--- src/kdpwm_pkg.sv ---
// Shared types, constants and register map for the key-driven PWM duty control block.
package kdpwm_pkg;

   // key codes, also used as event codes
   typedef logic [1:0] key_code_type;
   localparam key_code_type KEY_NONE   = 2'd0;
   localparam key_code_type KEY_INC    = 2'd1;
   localparam key_code_type KEY_DEC    = 2'd2;
   localparam key_code_type KEY_TOGGLE = 2'd3;

   localparam int DUTY_W   = 7;
   localparam int PERIOD_W = 16;
   localparam int PROD_W   = DUTY_W + PERIOD_W;
   localparam int DIV_STEPS = PERIOD_W;
   localparam int CNT_W    = $clog2(DIV_STEPS);

   localparam logic [DUTY_W-1:0] DUTY_STEP = 7'd5;

   // register map, index = paddr[3:2]
   typedef logic [1:0] reg_index_type;
   localparam reg_index_type REG_DUTY_MAX   = 2'd0;
   localparam reg_index_type REG_DUTY_MIN   = 2'd1;
   localparam reg_index_type REG_TIMER_TOP  = 2'd2;

   localparam logic [DUTY_W-1:0]   DUTY_MAX_RESET   = 7'd100;
   localparam logic [DUTY_W-1:0]   DUTY_MIN_RESET   = 7'd0;
   localparam logic [PERIOD_W-1:0] TIMER_TOP_RESET  = 16'd50;

   // key stage status handed to the sequencer
   typedef struct packed {
      key_code_type      key_event;
      logic [DUTY_W-1:0] duty;
      logic              run;
   } key_status_type;

endpackage

--- src/kdpwm_keys.sv ---
// Key debounce, press detection and duty / run state update.
module kdpwm_keys (
   input  logic                             clock,
   input  logic                             reset,
   input  logic                             sample_en,
   input  logic                             key1_pin,
   input  logic                             key2_pin,
   input  logic                             key3_pin,
   input  logic [kdpwm_pkg::DUTY_W-1:0]     duty_max,
   input  logic [kdpwm_pkg::DUTY_W-1:0]     duty_min,
   output kdpwm_pkg::key_status_type        status
);

   kdpwm_pkg::key_code_type code;
   kdpwm_pkg::key_code_type prev_ff, prev_in;
   kdpwm_pkg::key_code_type reported_ff, reported_in;
   kdpwm_pkg::key_code_type event_ff, event_in;
   logic [kdpwm_pkg::DUTY_W-1:0] duty_ff, duty_in;
   logic                         run_ff, run_in;
   logic [kdpwm_pkg::DUTY_W:0]   duty_up;
   logic [kdpwm_pkg::DUTY_W:0]   min_plus;

   // active-low keys, key1 wins
   always_comb begin
      if (!key1_pin)      code = kdpwm_pkg::KEY_INC;
      else if (!key2_pin) code = kdpwm_pkg::KEY_DEC;
      else if (!key3_pin) code = kdpwm_pkg::KEY_TOGGLE;
      else                code = kdpwm_pkg::KEY_NONE;
   end

   assign duty_up  = {1'b0, duty_ff} + {1'b0, kdpwm_pkg::DUTY_STEP};
   assign min_plus = {1'b0, duty_min} + {1'b0, kdpwm_pkg::DUTY_STEP};

   always_comb begin
      prev_in     = prev_ff;
      reported_in = reported_ff;
      event_in    = event_ff;
      duty_in     = duty_ff;
      run_in      = run_ff;
      if (sample_en) begin
         prev_in  = code;
         event_in = kdpwm_pkg::KEY_NONE;
         if (code == prev_ff) begin
            if (code == kdpwm_pkg::KEY_NONE) begin
               reported_in = kdpwm_pkg::KEY_NONE;
            end else if (code != reported_ff) begin
               reported_in = code;
               event_in    = code;
            end
         end
         case (event_in)
            kdpwm_pkg::KEY_INC: begin
               if (duty_up > {1'b0, duty_max}) duty_in = duty_max;
               else                            duty_in = duty_up[kdpwm_pkg::DUTY_W-1:0];
            end
            kdpwm_pkg::KEY_DEC: begin
               if ({1'b0, duty_ff} < min_plus) duty_in = duty_min;
               else                            duty_in = duty_ff - kdpwm_pkg::DUTY_STEP;
            end
            kdpwm_pkg::KEY_TOGGLE: run_in = ~run_ff;
            default: ;
         endcase
      end
   end

   always_ff @(posedge clock) begin
      if (reset) begin
         prev_ff     <= kdpwm_pkg::KEY_NONE;
         reported_ff <= kdpwm_pkg::KEY_NONE;
         event_ff    <= kdpwm_pkg::KEY_NONE;
         duty_ff     <= '0;
         run_ff      <= 1'b0;
      end else begin
         prev_ff     <= prev_in;
         reported_ff <= reported_in;
         event_ff    <= event_in;
         duty_ff     <= duty_in;
         run_ff      <= run_in;
      end
   end

   assign status.key_event = event_ff;
   assign status.duty      = duty_ff;
   assign status.run       = run_ff;

endmodule

--- src/kdpwm_div.sv ---
// Shared restoring divider, one quotient bit per cycle.
module kdpwm_div (
   input  logic                               clock,
   input  logic                               reset,
   input  logic                               start,
   input  logic [kdpwm_pkg::PROD_W-1:0]       dividend,
   input  logic [kdpwm_pkg::DUTY_W-1:0]       divisor,
   output logic [kdpwm_pkg::PERIOD_W-1:0]     quotient,
   output logic                               done
);

   // dividend high part is below the divisor, so only PERIOD_W quotient bits exist
   logic [kdpwm_pkg::DUTY_W-1:0]   rem_ff, rem_in;
   logic [kdpwm_pkg::PERIOD_W-1:0] quo_ff, quo_in;
   logic [kdpwm_pkg::CNT_W-1:0]    cnt_ff, cnt_in;
   logic                           busy_ff, busy_in;
   logic                           done_ff, done_in;
   logic [kdpwm_pkg::DUTY_W:0]     trial;
   logic [kdpwm_pkg::DUTY_W:0]     diff;

   assign trial = {rem_ff, quo_ff[kdpwm_pkg::PERIOD_W-1]};
   assign diff  = trial - {1'b0, divisor};

   always_comb begin
      rem_in  = rem_ff;
      quo_in  = quo_ff;
      cnt_in  = cnt_ff;
      busy_in = busy_ff;
      done_in = 1'b0;
      if (start) begin
         rem_in  = dividend[kdpwm_pkg::PROD_W-1:kdpwm_pkg::PERIOD_W];
         quo_in  = dividend[kdpwm_pkg::PERIOD_W-1:0];
         cnt_in  = '0;
         busy_in = 1'b1;
      end else if (busy_ff) begin
         if (trial >= {1'b0, divisor}) begin
            rem_in = diff[kdpwm_pkg::DUTY_W-1:0];
            quo_in = {quo_ff[kdpwm_pkg::PERIOD_W-2:0], 1'b1};
         end else begin
            rem_in = trial[kdpwm_pkg::DUTY_W-1:0];
            quo_in = {quo_ff[kdpwm_pkg::PERIOD_W-2:0], 1'b0};
         end
         cnt_in = cnt_ff + kdpwm_pkg::CNT_W'(1);
         if (cnt_ff == kdpwm_pkg::CNT_W'(kdpwm_pkg::DIV_STEPS - 1)) begin
            busy_in = 1'b0;
            done_in = 1'b1;
         end
      end
   end

   always_ff @(posedge clock) begin
      if (reset) begin
         busy_ff <= 1'b0;
         done_ff <= 1'b0;
         cnt_ff  <= '0;
      end else begin
         busy_ff <= busy_in;
         done_ff <= done_in;
         cnt_ff  <= cnt_in;
      end
      rem_ff <= rem_in;
      quo_ff <= quo_in;
   end

   assign quotient = quo_ff;
   assign done     = done_ff;

endmodule

--- src/key_driven_pwm_duty_control.sv ---
// Top level of the key-driven PWM duty control block.
// One key sample per req transaction yields exactly one rsp transaction carrying the
// debounced press event, the duty setting, the run state and the PWM compare value
// duty * timer_top / duty_max, duty capped at duty_max (0 when stopped or duty_max
// is 0). Otherwise an item goes from acceptance to the output register through
// key update at acceptance, then the multiply state, divider load, 16 restoring
// divider steps, quotient capture and result load; in those two cases, through the
// multiply state and result load. req_tready is high only while the sequencer is
// idle, so the next sample is taken in the cycle after the result load at the
// earliest. The result register holds a finished result while the next sample is
// taken, so the output side may stall without blocking input until the next result
// is ready. Registers sit on a small APB-style port at byte addresses 0 (duty_max),
// 4 (duty_min) and 8 (timer_top); write them only while no transaction is in flight.
module key_driven_pwm_duty_control (
   input  logic        clock,
   input  logic        reset,
   // input stream
   input  logic        req_tvalid,
   output logic        req_tready,
   input  logic [7:0]  req_tdata,   // [0] key1_pin, [1] key2_pin, [2] key3_pin, rest zero
   // result stream
   output logic        rsp_tvalid,
   input  logic        rsp_tready,
   output logic [31:0] rsp_tdata,   // [1:0] key_event, [8:2] duty_percent, [9] run_state,
                                    // [25:10] compare_value, rest zero
   // configuration port
   input  logic        csr_psel,
   input  logic        csr_penable,
   input  logic        csr_pwrite,
   input  logic [3:0]  csr_paddr,
   input  logic [31:0] csr_pwdata,
   output logic [31:0] csr_prdata,
   output logic        csr_pready
);

   // sequencer states
   typedef enum logic [4:0] {
      S_IDLE  = 5'b00001,
      S_MUL   = 5'b00010,
      S_START = 5'b00100,
      S_DIV   = 5'b01000,
      S_DONE  = 5'b10000
   } state_type;

   state_type state_ff, state_in;

   // config registers
   logic [kdpwm_pkg::DUTY_W-1:0]   duty_max_ff, duty_max_in;
   logic [kdpwm_pkg::DUTY_W-1:0]   duty_min_ff, duty_min_in;
   logic [kdpwm_pkg::PERIOD_W-1:0] timer_top_ff, timer_top_in;
   logic                           csr_write;
   kdpwm_pkg::reg_index_type       csr_index;

   // datapath
   logic [kdpwm_pkg::PROD_W-1:0]   product_ff, product_in;
   logic [kdpwm_pkg::PERIOD_W-1:0] compare_ff, compare_in;
   logic [kdpwm_pkg::DUTY_W-1:0]   duty_clip;
   logic                           req_accept;
   logic                           rsp_free;
   logic                           div_start;
   logic                           div_done;
   logic [kdpwm_pkg::PERIOD_W-1:0] div_quotient;
   kdpwm_pkg::key_status_type      key_status;

   // output register
   logic        rsp_valid_ff, rsp_valid_in;
   logic [31:0] rsp_data_ff, rsp_data_in;

   assign req_tready = (state_ff == S_IDLE);
   assign req_accept = req_tvalid && req_tready;
   assign rsp_free   = !rsp_valid_ff || rsp_tready;
   assign div_start  = (state_ff == S_START);

   // ---------------- configuration port ----------------
   assign csr_pready = 1'b1;
   assign csr_write  = csr_psel && csr_penable && csr_pwrite && csr_pready;
   assign csr_index  = csr_paddr[3:2];

   always_comb begin
      duty_max_in  = duty_max_ff;
      duty_min_in  = duty_min_ff;
      timer_top_in = timer_top_ff;
      if (csr_write) begin
         case (csr_index)
            kdpwm_pkg::REG_DUTY_MAX:  duty_max_in  = csr_pwdata[kdpwm_pkg::DUTY_W-1:0];
            kdpwm_pkg::REG_DUTY_MIN:  duty_min_in  = csr_pwdata[kdpwm_pkg::DUTY_W-1:0];
            kdpwm_pkg::REG_TIMER_TOP: timer_top_in = csr_pwdata[kdpwm_pkg::PERIOD_W-1:0];
            default: ;
         endcase
      end
   end

   always_comb begin
      case (csr_index)
         kdpwm_pkg::REG_DUTY_MAX:  csr_prdata = {25'd0, duty_max_ff};
         kdpwm_pkg::REG_DUTY_MIN:  csr_prdata = {25'd0, duty_min_ff};
         kdpwm_pkg::REG_TIMER_TOP: csr_prdata = {16'd0, timer_top_ff};
         default:                  csr_prdata = '0;
      endcase
   end

   // ---------------- key stage ----------------
   kdpwm_keys u_keys (
      .clock     (clock),
      .reset     (reset),
      .sample_en (req_accept),
      .key1_pin  (req_tdata[0]),
      .key2_pin  (req_tdata[1]),
      .key3_pin  (req_tdata[2]),
      .duty_max  (duty_max_ff),
      .duty_min  (duty_min_ff),
      .status    (key_status)
   );

   // ---------------- shared divider ----------------
   kdpwm_div u_div (
      .clock    (clock),
      .reset    (reset),
      .start    (div_start),
      .dividend (product_ff),
      .divisor  (duty_max_ff),
      .quotient (div_quotient),
      .done     (div_done)
   );

   // duty above max is scaled as max
   assign duty_clip = (key_status.duty > duty_max_ff) ? duty_max_ff : key_status.duty;

   // ---------------- sequencer ----------------
   always_comb begin
      state_in     = state_ff;
      product_in   = product_ff;
      compare_in   = compare_ff;
      rsp_valid_in = rsp_valid_ff && !rsp_tready;
      rsp_data_in  = rsp_data_ff;
      case (state_ff)
         S_IDLE: begin
            if (req_accept) state_in = S_MUL;
         end
         S_MUL: begin
            // key state already updated; stopped or zero max skips the divide
            product_in = {{kdpwm_pkg::PERIOD_W{1'b0}}, duty_clip} *
                         {{kdpwm_pkg::DUTY_W{1'b0}}, timer_top_ff};
            if (!key_status.run || duty_max_ff == '0) begin
               compare_in = '0;
               state_in   = S_DONE;
            end else begin
               state_in = S_START;
            end
         end
         S_START: state_in = S_DIV;
         S_DIV: begin
            if (div_done) begin
               compare_in = div_quotient;
               state_in   = S_DONE;
            end
         end
         S_DONE: begin
            if (rsp_free) begin
               rsp_valid_in = 1'b1;
               rsp_data_in  = {6'd0, compare_ff, key_status.run, key_status.duty,
                               key_status.key_event};
               state_in     = S_IDLE;
            end
         end
         default: state_in = S_IDLE;
      endcase
   end

   always_ff @(posedge clock) begin
      if (reset) begin
         state_ff     <= S_IDLE;
         rsp_valid_ff <= 1'b0;
         duty_max_ff  <= kdpwm_pkg::DUTY_MAX_RESET;
         duty_min_ff  <= kdpwm_pkg::DUTY_MIN_RESET;
         timer_top_ff <= kdpwm_pkg::TIMER_TOP_RESET;
      end else begin
         state_ff     <= state_in;
         rsp_valid_ff <= rsp_valid_in;
         duty_max_ff  <= duty_max_in;
         duty_min_ff  <= duty_min_in;
         timer_top_ff <= timer_top_in;
      end
      product_ff  <= product_in;
      compare_ff  <= compare_in;
      rsp_data_ff <= rsp_data_in;
   end

   assign rsp_tvalid = rsp_valid_ff;
   assign rsp_tdata  = rsp_data_ff;

   // ---------------- assertions ----------------
   a_stop_zero: assert property (@(posedge clock) disable iff (reset)
      (state_ff == S_DONE && !key_status.run) |-> (compare_ff == '0))
      else $error("compare value nonzero while stopped");

   a_cmp_range: assert property (@(posedge clock) disable iff (reset)
      (state_ff == S_DONE) |-> (compare_ff <= timer_top_ff))
      else $error("compare value above period");

   a_accept_seq: assert property (@(posedge clock) disable iff (reset)
      req_accept |=> (state_ff == S_MUL))
      else $error("accepted sample did not start the sequencer");

   a_div_done: assert property (@(posedge clock) disable iff (reset)
      div_done |-> (state_ff == S_DIV))
      else $error("divider finished outside the divide state");

endmodule

--- config.mk ---
export PLATFORM = sky130hd
export DESIGN_NAME = key_driven_pwm_duty_control
export DESIGN_NICKNAME = d
export VERILOG_FILES = /design/src/kdpwm_pkg.sv /design/src/kdpwm_keys.sv /design/src/kdpwm_div.sv /design/src/key_driven_pwm_duty_control.sv
export SDC_FILE = /design/constraint.sdc
export NUM_CORES = 1
export LEC_CHECK = 0
export ABC_AREA = 1
export BUFFER_PORTS_ARGS = -buffer_cell sky130_fd_sc_hd__buf_2
export CAP_MARGIN = 20
export CORE_MARGIN = 2
export CORE_UTILIZATION = 60
export DETAILED_ROUTE_END_ITERATION = 12
export GPL_TIMING_DRIVEN = 0
export PLACE_DENSITY = 0.81
export SETUP_SLACK_MARGIN = 0.02
export SLEW_MARGIN = 20
export SYNTH_ARGS = -nofsm -noshare
export SYNTH_HDL_FRONTEND = slang
export SYNTH_SLANG_ARGS = --single-unit
--- constraint.sdc ---
create_clock -name clock -period 13.1 [get_ports clock]
set_clock_uncertainty 0.15 [all_clocks]
set_input_delay 1.965 -clock clock [delete_from_list [all_inputs] [get_ports clock]]
set_output_delay 1.965 -clock clock [all_outputs]
set_load 0.005 [all_outputs]
==> reports/results.ini, run 1 <==
[logic_synthesis]
yosysTopAreaCell=edfxtp_1
yosysUniqueCellTypes=45
avgSynthCellArea_um2=8.51
synthArstFlopShare_pct=0
ys.flop_type=edfxtp_1
synth_area_leaders=edfxtp_1 25%, fa_1 13%, dfxtp_1 10%
synthCells=1255
netlist.area_leader.share_pct=24.7
ys_seq_area_share_pct=35.2
syn-cell-area_um2=10700
ys_warn_count=0
synth_seq_cells=144
synth_edf_count=88

[drt]
drtAntennaViolNets=0
via_per_inst=5.51
wl_per_cell_um=15.6
wl_um=25000
dr.pass1.iters=6
drc=0
drt_iter0_drc=864
vias=8848

[sta]
fin_ws_ns=6.76
slew_viol_final=0
hold_viol_final=0
setup_viol=0
fmax_ghz=0.158
grt_setup_unrepaired=no
fin_crit_sh_pct=48.4
finalCriticalPeriod_ns=6.34
setup-tns-final_ns=0
slew-limit-headroom_pct=37.1
worstMarginPinSlew_ns=0.941

[clock_tree]
insertion_delay_ns=0.43
ctsResizeCount=0
ctsLongestPathBuffers=2
cts_root_buffer=clkbuf_16
clock_sinks=144
ctsHoldBuffers=0
cts_setup_buffers=0
cts_buffers=17
cts_tree=done
path_clk_slew_ns=0.06
htreeDepth=4

[final_layout]
drive_gt1_share_pct=13.1
fin_util_pct=69.1
diodes=0
area_growth_pct=12.2
finalInstanceArea_um2=12000
instances_no_fill=1607
fin_nets=1564

[run_status]
outcome=finished clean

[flow_run]
max-cap-violations=0

[floorplanning]
dieWidth_um=137
core_area_um2=17400
ioPinCount=118
initial_core_util_pct=61.5
die_h_um=137
dieArea_um2=18900
rows=48

[global_routing]
antenna_found_initial=0
grt_pass1_wl_um=41400
grt_pass1_vias=8785
grt_usage_pct=28.5
grt_max_degree=27
overflow=0

[critical_path]
path_max_fanout=10
critPathSlowestCell=fa_1
crit_type=reg2reg
critPathLaunchType=flop
r2r_cells=23
worst_path_most_repeated_cell=inv_1
critical_path_required_ns=13.18
r2r_setup_slack_ns=6.76
endpoint_kind=flop
r2r-end=product_ff[20]
cp.arrival_ns=6.42
crit_chain=inv_1 > ha_1 > a21oi_1 > o21ai_1 > nand2_1 > o211ai_2 > o21ai_0 > buf_2 > nor2_1 > fa_1 > inv_1 > fa_1 > inv_1 > fa_1 > inv_1 > fa_1 > inv_1 > ha_1 > nand2_1 > nor4_1 > nand4_1 > nand3_1 > xor2_1
critical_path.max_stage_delay_ns=0.56
r2r-start=duty_max_ff[2]

[pwr]
p_leak_nw=5.76
switching_share_pct=28.1
p_sw_mw=0.320
pwr-share-seq_pct=44.0
internal-power_mw=0.818
power_density_nw_per_um2=94.9
comb_power_share_pct=15.7
p_clk_share_pct=40.3
ir_drop_uv=87.8

[hold_path]
hold-path-cell-count=0
hp-start=compare_ff[13]
min_path_type=reg2reg
whs_endpoint=rsp_tdata[23]

[placement]
place.gp.congestion=0.974
portBuffers=71
preCtsSetupSlack_ns=6.89
place_inst=1575
placed_cell_area_um2=11400
hpwlAfterDp_um=19800

## synthesized netlist by cell type (8+ instances only)
cell type,count
nand2_1,208
inv_1,205
nor2_1,159
edfxtp_1,88
nand3_1,77
ha_1,74
a21oi_1,72
fa_1,70
o21ai_0,61
dfxtp_1,56
xor2_1,29
buf_4,26
o21ai_1,13
xnor2_1,12
nand4_1,11
buf_2,9
nand2_2,8
o211ai_1,8
o221ai_1,8
## sequential cells by signal, indices dropped and copies added, names as in the netlist, 4 cells and up
name,count
duty_max_ff,7
u_div.quotient,16
rsp_tdata,26
product_ff,23
compare_ff,16
timer_top_ff,16
duty_min_ff,7
u_keys.duty_ff,7
u_div.rem_ff,7
state_ff,5
u_div.cnt_ff,4
## layout by cell type (no fill, tap or decap), types with 5 or more instances in the layout
master	Yosys	layout
inv_1	205	205
o21ai_2	5	5
buf_2	9	82
o211ai_1	8	8
dfxtp_1	56	56
a21oi_1	72	72
clkbuf_16	0	17
fa_1	70	70
conb_1	2	23
nand2_2	8	8
edfxtp_1	88	88
nand3_1	77	77
ha_1	74	74
nand2_1	208	208
inv_2	7	7
xor2_1	29	29
nand4_1	11	11
buf_4	26	27
o21ai_0	61	61
o21ai_1	13	13
nor2_1	159	158
clkbuf_1	7	8
xnor2_1	12	12
o221ai_1	8	8
## how the worst max path moves through the flow
| stage | endpoint | slack, ns | start |
|---|---|---|---|
| 2_1_floorplan | product_ff[20] | 7.77 | duty_max_ff[2] |
| 3_5_place_dp | product_ff[20] | 6.89 | duty_max_ff[2] |
| 4_1_cts | product_ff[20] | 6.81 | duty_max_ff[2] |
| 3_3_place_gp | product_ff[20] | 7.00 | duty_max_ff[1] |
| 5_1_grt | product_ff[20] | 6.42 | duty_max_ff[2] |
| 6_report | product_ff[20] | 6.76 | duty_max_ff[2] |
## cells by family after synthesis
group / count (synthesis) / share of synthesized area, %
buffers and inverters: 258 / 10.3
AND/OR/NAND/NOR: 488 / 19.9
XOR/XNOR: 41 / 3.36
AO/OA/AOI/OAI: 178 / 9.29
adder cells (fa/ha/maj): 144 / 21.8
other: 2 / 0.0703
flip-flops: 144 / 35.2
## power groups by stage
stage          Sequential [mW]  Clock, mW  Combinational (mW)
3_3_place_gp             0.510          0               0.169
6_report                 0.501      0.459               0.179
2_1_floorplan            0.506          0               0.130
3_5_place_dp             0.510          0               0.175
5_1_grt                  0.501      0.483               0.201
4_1_cts                  0.500      0.462               0.176
## per-stage QoR
stage / power [mW] / hold slack, ns
after floorplan: 0.636 / 0.250
after global placement: 0.679 / 0.253
after detailed placement: 0.685 / 0.255
after CTS: 1.14 / 0.268
after global routing: 1.19 / 0.282
final: 1.14 / 0.272
## worst max-delay path: cells and delay by family (launching register included)
family                   cells  cell delay [ns]
buffers and inverters        6             0.79
flip-flops                   1             0.31
AO/OA/AOI/OAI                4             0.81
AND/OR/NAND/NOR              6             0.97
adder cells (fa/ha/maj)      6             2.85
XOR/XNOR                     1             0.26
## routing by layer
| layer | track usage (%) | vias to the layer above | share of wire (%) |
|---|---|---|---|
| met2 | 49.6 | 360 | 49 |
| met3 | 5.78 | 101 | 6.5 |
| li1 | - | 4254 | - |
| met5 | 0 | - | 0 |
| met4 | 12.9 | 0 | 3.9 |
| met1 | 34.2 | 4133 | 40 |
## final cells by class
class / count / area, um^2
inverter: 213 / 802
clock inverter: 14 / 130
tap: 225 / 282
fill: 1413 / 5370
sequential: 144 / 3760
multi-input combinational: 874 / 5910
buffer: 45 / 300
timing repair buffer: 74 / 373
clock buffer: 18 / 429
Power figures use the tool's default switching activity.
==> run 2, diff against run 1 <==
- ABC_AREA: 1 -> 0
- clock period: 13.1 -> 6.4 ns (I/O delays scaled with it)
==> reports/results.ini, run 2 <==
[placement]
place.gp.congestion=0.917  ; -5.8%
hpwlAfterDp_um=17900  ; -9.6%
portBuffers=69  ; -2.8%
preCtsSetupSlack_ns=-1.10  ; -7.99 ns

[logic_synthesis]
ys.flop_type=edfxtp_1
ys_seq_area_share_pct=35.6  ; +0.32 points
syn-cell-area_um2=10600  ; -0.90%
netlist.area_leader.share_pct=25.0  ; +0.23 points
synth_seq_cells=144  ; unchanged
synthTopCellsByCount=133 x nand2_1, 100 x inv_1, 89 x nor2b_1
synthCells=1094  ; -13%
yosysMostFrequentCell=nand2_1
avgSynthCellArea_um2=9.67  ; +14%
yosysTopAreaCell=edfxtp_1
synth_edf_count=88  ; unchanged
synth_area_leaders=edfxtp_1 25%, fa_1 13%, dfxtp_1 11%
ys_warn_count=0  ; unchanged
synthArstFlopShare_pct=0  ; unchanged
yosysUniqueCellTypes=67  ; +49%

[critical_path]
r2r_cells=26  ; +13%
critPathLaunchType=flop
path_max_fanout=6  ; -4
endpoint_kind=flop
critical_path_required_ns=6.42  ; -6.76 ns
cp.arrival_ns=6.60  ; +0.18 ns
crit_type=reg2reg

[clock_tree]
cts_buffers=17  ; unchanged
insertion_delay_ns=0.43  ; about the same
path_clk_slew_ns=0.07  ; about the same
cts_root_buffer=clkbuf_16
clock_sinks=144  ; unchanged
ctsLongestPathBuffers=2  ; unchanged
htreeDepth=4  ; unchanged
cts_tree=done

[drt]
wl_um=26400  ; +5.5%
drt_iter0_drc=1042  ; +21%
wl_per_cell_um=17.6  ; +13%
drc=0  ; unchanged
via_per_inst=5.76  ; +4.6%
drtAntennaViolNets=0  ; unchanged
dr.pass1.iters=6  ; unchanged
vias=8620  ; -2.6%

[global_routing]
grt_util_met2_pct=49.6  ; +0.081 points
grt_pass1_wl_um=42200  ; +2.0%
grt_busiest_layer=met2
grtUsageMet1_pct=37.7  ; +3.6 points
overflow=0  ; unchanged
grt_pass1_vias=8642  ; -1.6%
antenna_found_initial=0  ; unchanged
grt_usage_pct=29.3  ; +0.78 points
met3_usage_pct=5.89  ; +0.11 points
grt_max_degree=27  ; unchanged

[pwr]
power_density_nw_per_um2=173  ; +82%
ir_drop_uv=189  ; +110%
p_clk_share_pct=45.9  ; +5.6 points
pwr-share-seq_pct=45.6  ; +1.6 points
comb_power_share_pct=8.5  ; -7.2 points
p_leak_nw=5.57  ; -3.4%
power.total_mw=2.25  ; +98%
p_sw_mw=0.571  ; +78%
internal-power_mw=1.68  ; +110%
switching_share_pct=25.4  ; -2.8 points

[final_layout]
drive_gt1_share_pct=23.4  ; +10 points
diodes=0  ; unchanged
seqCellArea_um2=3800  ; +1.0%
largest_reg_flops=26  ; unchanged
fin_nets=1454  ; -7.0%
n_fill_cell=1119  ; -21%
final_cell_mix=133 x nand2_1, 88 x edfxtp_1, 83 x inv_1, 75 x nor2b_1, 70 x buf_2
multi_input_area_um2=6770  ; +15%
area_growth_pct=23.1
mostFrequentLayoutCell=nand2_1

[floorplanning]
dieWidth_um=137  ; -0.44%
ioPinCount=118  ; unchanged
core_area_um2=17300  ; -0.35%
dieArea_um2=18700  ; -0.88%
initial_core_util_pct=61.2  ; -0.34 points
die_h_um=137  ; -0.44%
rows=48  ; unchanged

[sta]
fmax_ghz=0.152  ; -3.8%
fin_crit_sh_pct=103  ; +55 points
slew_viol_final=0  ; unchanged
grt_setup_unrepaired=yes
worstMarginPinSlew_ns=0.929  ; -0.0120 ns
finalCriticalPeriod_ns=6.59  ; +0.248 ns
hold_viol_final=0  ; unchanged
setup_viol=4  ; +4
slew-limit-headroom_pct=38.0  ; +0.88 points
fin_ws_ns=-0.187  ; -6.95 ns

[hold_path]
min_path_type=reg2reg
hold-path-cell-count=0  ; unchanged

[run_status]
outcome=complete, but fails checks
violations=negative setup slack

[flow_run]
max-cap-violations=0  ; unchanged

## run 2: area by class of cell
type	instances	area share [%]
multi-input combinational	813	51.9
timing repair buffer	125	6.26
tap	225	2.16
inverter	101	3.01
clock inverter	15	1.43
clock buffer	17	3.26
buffer	57	2.79
sequential	144	29.2
## run 2: per-layer routing
layer / share of wire (%) / vias up
met2: 50 / 402
met1: 40 / 4148
met5: 0 / -
met3: 7.5 / 81
li1: - / 3989
met4: 2.4 / 0
## run 2: timing repair
action / CTS / global route
gates resized for setup: 59 / 52
endpoints found under the setup margin: 14 / 10
buffers inserted: 40 / 17
pin swaps: 30 / 63
hold buffers: 0 / 0
## run 2: path summary, 6_finish.rpt
path                  start              to  slack [ns]
max          duty_max_ff[1]  product_ff[21]       -0.19
min          compare_ff[12]   rsp_tdata[22]        0.27
max reg2reg  duty_max_ff[1]  product_ff[21]       -0.19
min reg2reg  compare_ff[12]   rsp_tdata[22]        0.27
## run 2: logic make-up (layout without fill, tap and decap cells)
family | Yosys count | in the layout | synth area share (%)
compound gates | 164 | 164 | 10.0
fa+ha+maj | 144 | 144 | 22.0
other cells | 2 | 23 | 0.0710
mux | 27 | 27 | 2.59
buf+inv | 158 | 315 | 6.43
xor+xnor | 41 | 41 | 3.39
flops | 144 | 144 | 35.6
simple gates | 414 | 414 | 19.9
## run 2: critical path: stages (launching register included)
cell and delay [ns]:
dfxtp_4 0.38, inv_4 0.05, ha_4 0.21, nor2b_4 0.12, o21ai_2 0.13, a21oi_2 0.09, a211oi_4 0.25, o21bai_4 0.25
buf_6 0.16, mux2i_4 0.29, buf_8 0.17, nand2b_4 0.12, fa_1 0.44, fa_1 0.51, inv_1 0.05, fa_1 0.51
inv_2 0.05, fa_1 0.49, inv_2 0.04, ha_4 0.22, nand3_2 0.06, nor2_2 0.04, or3_4 0.40, a31o_4 0.26
a211o_1 0.30, a2111oi_4 0.42, xnor2_2 0.15
## run 2: metrics by stage
step                      instances  utilization [%]  setup TNS (ns)  area [um^2]  hold WS [ns]
final                          1497             75.3          -0.498        13000         0.266
after global routing           1497             75.3           -1.50        13000         0.274
after CTS                      1481             73.5          -0.104        12700         0.268
after detailed placement       1409             66.6           -7.90        11500         0.255
after global placement         1409             66.5           -6.74        11500         0.251
after floorplan                1115                -         -0.0355        10900         0.250
## run 2: power groups by stage
stage	registers [mW]	logic [mW]	clock network, mW
after floorplan	1.04	0.123	0
after global placement	1.05	0.165	0
after detailed placement	1.05	0.169	0
after CTS	1.03	0.181	1.04
after global routing	1.03	0.209	1.08
final	1.03	0.191	1.03
==> run 3, diff against run 2 <==
- BUFFER_PORTS_ARGS: -buffer_cell sky130_fd_sc_hd__buf_2 -> not set
- DONT_BUFFER_PORTS: not set -> 1
- PLACE_DENSITY: 0.81 -> 0.76
==> reports/results.ini, run 3 (same netlist as run 2, synthesis figures left out) <==
[run_status]
outcome=complete, but fails checks
violations=negative setup slack

[critical_path]
path_max_fanout=7  ; +1
critical_path_required_ns=6.40  ; -0.02 ns
r2r_setup_slack_ns=-0.27  ; -0.08 ns
critPathLaunchType=flop
endpoint_kind=flop
r2r_cells=26  ; unchanged
r2r-start=duty_max_ff[1]
cp.arrival_ns=6.67  ; +0.07 ns
r2r-end=product_ff[21]
crit_type=reg2reg

[floorplanning]
die_h_um=137  ; unchanged
dieWidth_um=137  ; unchanged
core_area_um2=17300  ; unchanged
initial_core_util_pct=61.2  ; unchanged
rows=48  ; unchanged
ioPinCount=118  ; unchanged
dieArea_um2=18700  ; unchanged

[pwr]
p_leak_nw=5.21  ; -6.5%
power_density_nw_per_um2=175  ; +1.4%
ir_drop_uv=179  ; -5.3%

[clock_tree]
ctsHoldBuffers=0  ; unchanged
htreeDepth=4  ; unchanged
path_clk_slew_ns=0.06  ; about the same
insertion_delay_ns=0.43  ; about the same
clock_sinks=144  ; unchanged
cts_root_buffer=clkbuf_16
cts_tree=done
cts_buffers=17  ; unchanged
ctsLongestPathBuffers=2  ; unchanged

[final_layout]
n_fill_cell=1317  ; +18%
mostFrequentLayoutCell=nand2_1
largest_reg_flops=26  ; unchanged
instances_no_fill=1416  ; -5.4%
fin_nets=1372  ; -5.6%
drive_gt1_share_pct=16.3  ; -7.1 points
final_cell_mix=133 x nand2_1, 91 x inv_1, 88 x edfxtp_1, 79 x nor2b_1, 70 x fa_1
area_growth_pct=17.3

[global_routing]
met3_usage_pct=5.33  ; -0.56 points
grt_usage_pct=28.8  ; -0.57 points
grt_max_degree=27  ; unchanged
antenna_found_initial=1  ; +1
grt_util_met2_pct=49.3  ; -0.36 points
overflow=0  ; unchanged
grt_pass1_vias=8149  ; -5.7%
grtUsageMet1_pct=36.6  ; -1.2 points
grt_busiest_layer=met2
grt_pass1_wl_um=41000  ; -2.9%

[sta]
fmax_ghz=0.150  ; -1.2%
setup-tns-final_ns=-0.653  ; -0.155 ns
fin_ws_ns=-0.268  ; -0.0817 ns
worstMarginPinSlew_ns=0.979  ; +0.0503 ns
setup_viol=6  ; +2
slew_viol_final=0  ; unchanged
finalCriticalPeriod_ns=6.67  ; +0.0817 ns
hold_viol_final=0  ; unchanged
grt_setup_unrepaired=yes
slew-limit-headroom_pct=34.6  ; -3.4 points
fin_crit_sh_pct=104  ; +1.3 points

[placement]
place.gp.congestion=0.905  ; -1.3%
portBuffers=0  ; -100%
hpwlAfterDp_um=17900  ; +0.28%
place_inst=1340  ; -4.9%
preCtsSetupSlack_ns=-0.916  ; +0.188 ns

[drt]
dr.pass1.iters=5  ; -1
vias=8181  ; -5.1%
wl_per_cell_um=18.3  ; +3.8%
drt_iter0_drc=809  ; -22%
drtAntennaViolNets=0  ; unchanged
drc=0  ; unchanged
wl_um=25900  ; -1.8%
via_per_inst=5.78  ; +0.34%

[hold_path]
min_path_type=reg2reg
hold-path-cell-count=0  ; unchanged
hp-start=compare_ff[3]
whs_endpoint=rsp_tdata[13]

[flow_run]
max-cap-violations=0  ; unchanged

run 3: timing repair:
item	CTS	global route
endpoints found under the setup margin	13	11
pin swaps	21	31
buffers inserted	25	17
gates cloned	0	1
resized for setup	37	40
run 3: how the worst max path moves through the flow:
| stage | from | endpoint | depth (start not counted) |
|---|---|---|---|
| floorplan | duty_max_ff[4] | product_ff[21] | 24 |
| CTS | duty_max_ff[1] | product_ff[21] | 26 |
| detailed placement | duty_max_ff[5] | product_ff[21] | 22 |
| global placement | duty_max_ff[5] | product_ff[21] | 21 |
| finish | duty_max_ff[1] | product_ff[21] | 26 |
| global route | duty_max_ff[1] | product_ff[21] | 25 |
run 3: cell type report:
class | instances | area (um^2) | share of cell area (%)
clock inverters | 15 | 149 | 1.20
repair buffers | 43 | 355 | 2.86
multi-input cells | 813 | 6640 | 53.5
inverters | 101 | 394 | 3.17
plain buffers | 57 | 362 | 2.91
well taps | 225 | 282 | 2.27
clock buffers | 17 | 425 | 3.43
flip-flops and latches | 144 | 3800 | 30.6
diodes | 1 | 2.50 | 0.0202
run 3: worst max-delay path: stages, from the launching register on:
cell,delay [ns]
dfxtp_4,0.39
inv_4,0.05
ha_4,0.21
nor2b_4,0.12
o21ai_2,0.12
a21oi_2,0.07
a211oi_2,0.19
buf_4,0.14
o21bai_4,0.23
mux2i_4,0.40
buf_8,0.18
nor2b_4,0.05
fa_1,0.49
inv_1,0.05
fa_1,0.48
inv_1,0.05
fa_1,0.49
inv_2,0.04
fa_1,0.50
inv_2,0.05
ha_4,0.22
nor2b_4,0.12
or3_4,0.40
a31o_4,0.27
a211o_1,0.34
a2111oi_4,0.43
xnor2_2,0.17
run 3: routing by layer:
| metal | part of all wire (%) | vias to the layer above |
|---|---|---|
| met5 | 0 | - |
| met4 | 2.4 | 0 |
| met3 | 6.3 | 65 |
| met2 | 50 | 281 |
| met1 | 41 | 4009 |
| li1 | - | 3826 |
run 3: through the flow:
stage	power [mW]	hold WS, ns	utilization, %	instance area, um^2
final	2.17	0.270	71.8	12400
after global routing	2.24	0.270	71.8	12400
after CTS	2.17	0.270	69.8	12100
after detailed placement	1.21	0.256	64.6	11200
after global placement	1.20	0.250	64.5	11200
after floorplan	1.16	0.250	-	10900
run 3: where the power goes:
part           internal, mW  total (mW)  leakage (nW)  switching, mW
Combinational        0.0700       0.173          3.73          0.103
Clock                 0.546       0.973         0.267          0.427
Sequential             1.01        1.03          1.21         0.0211
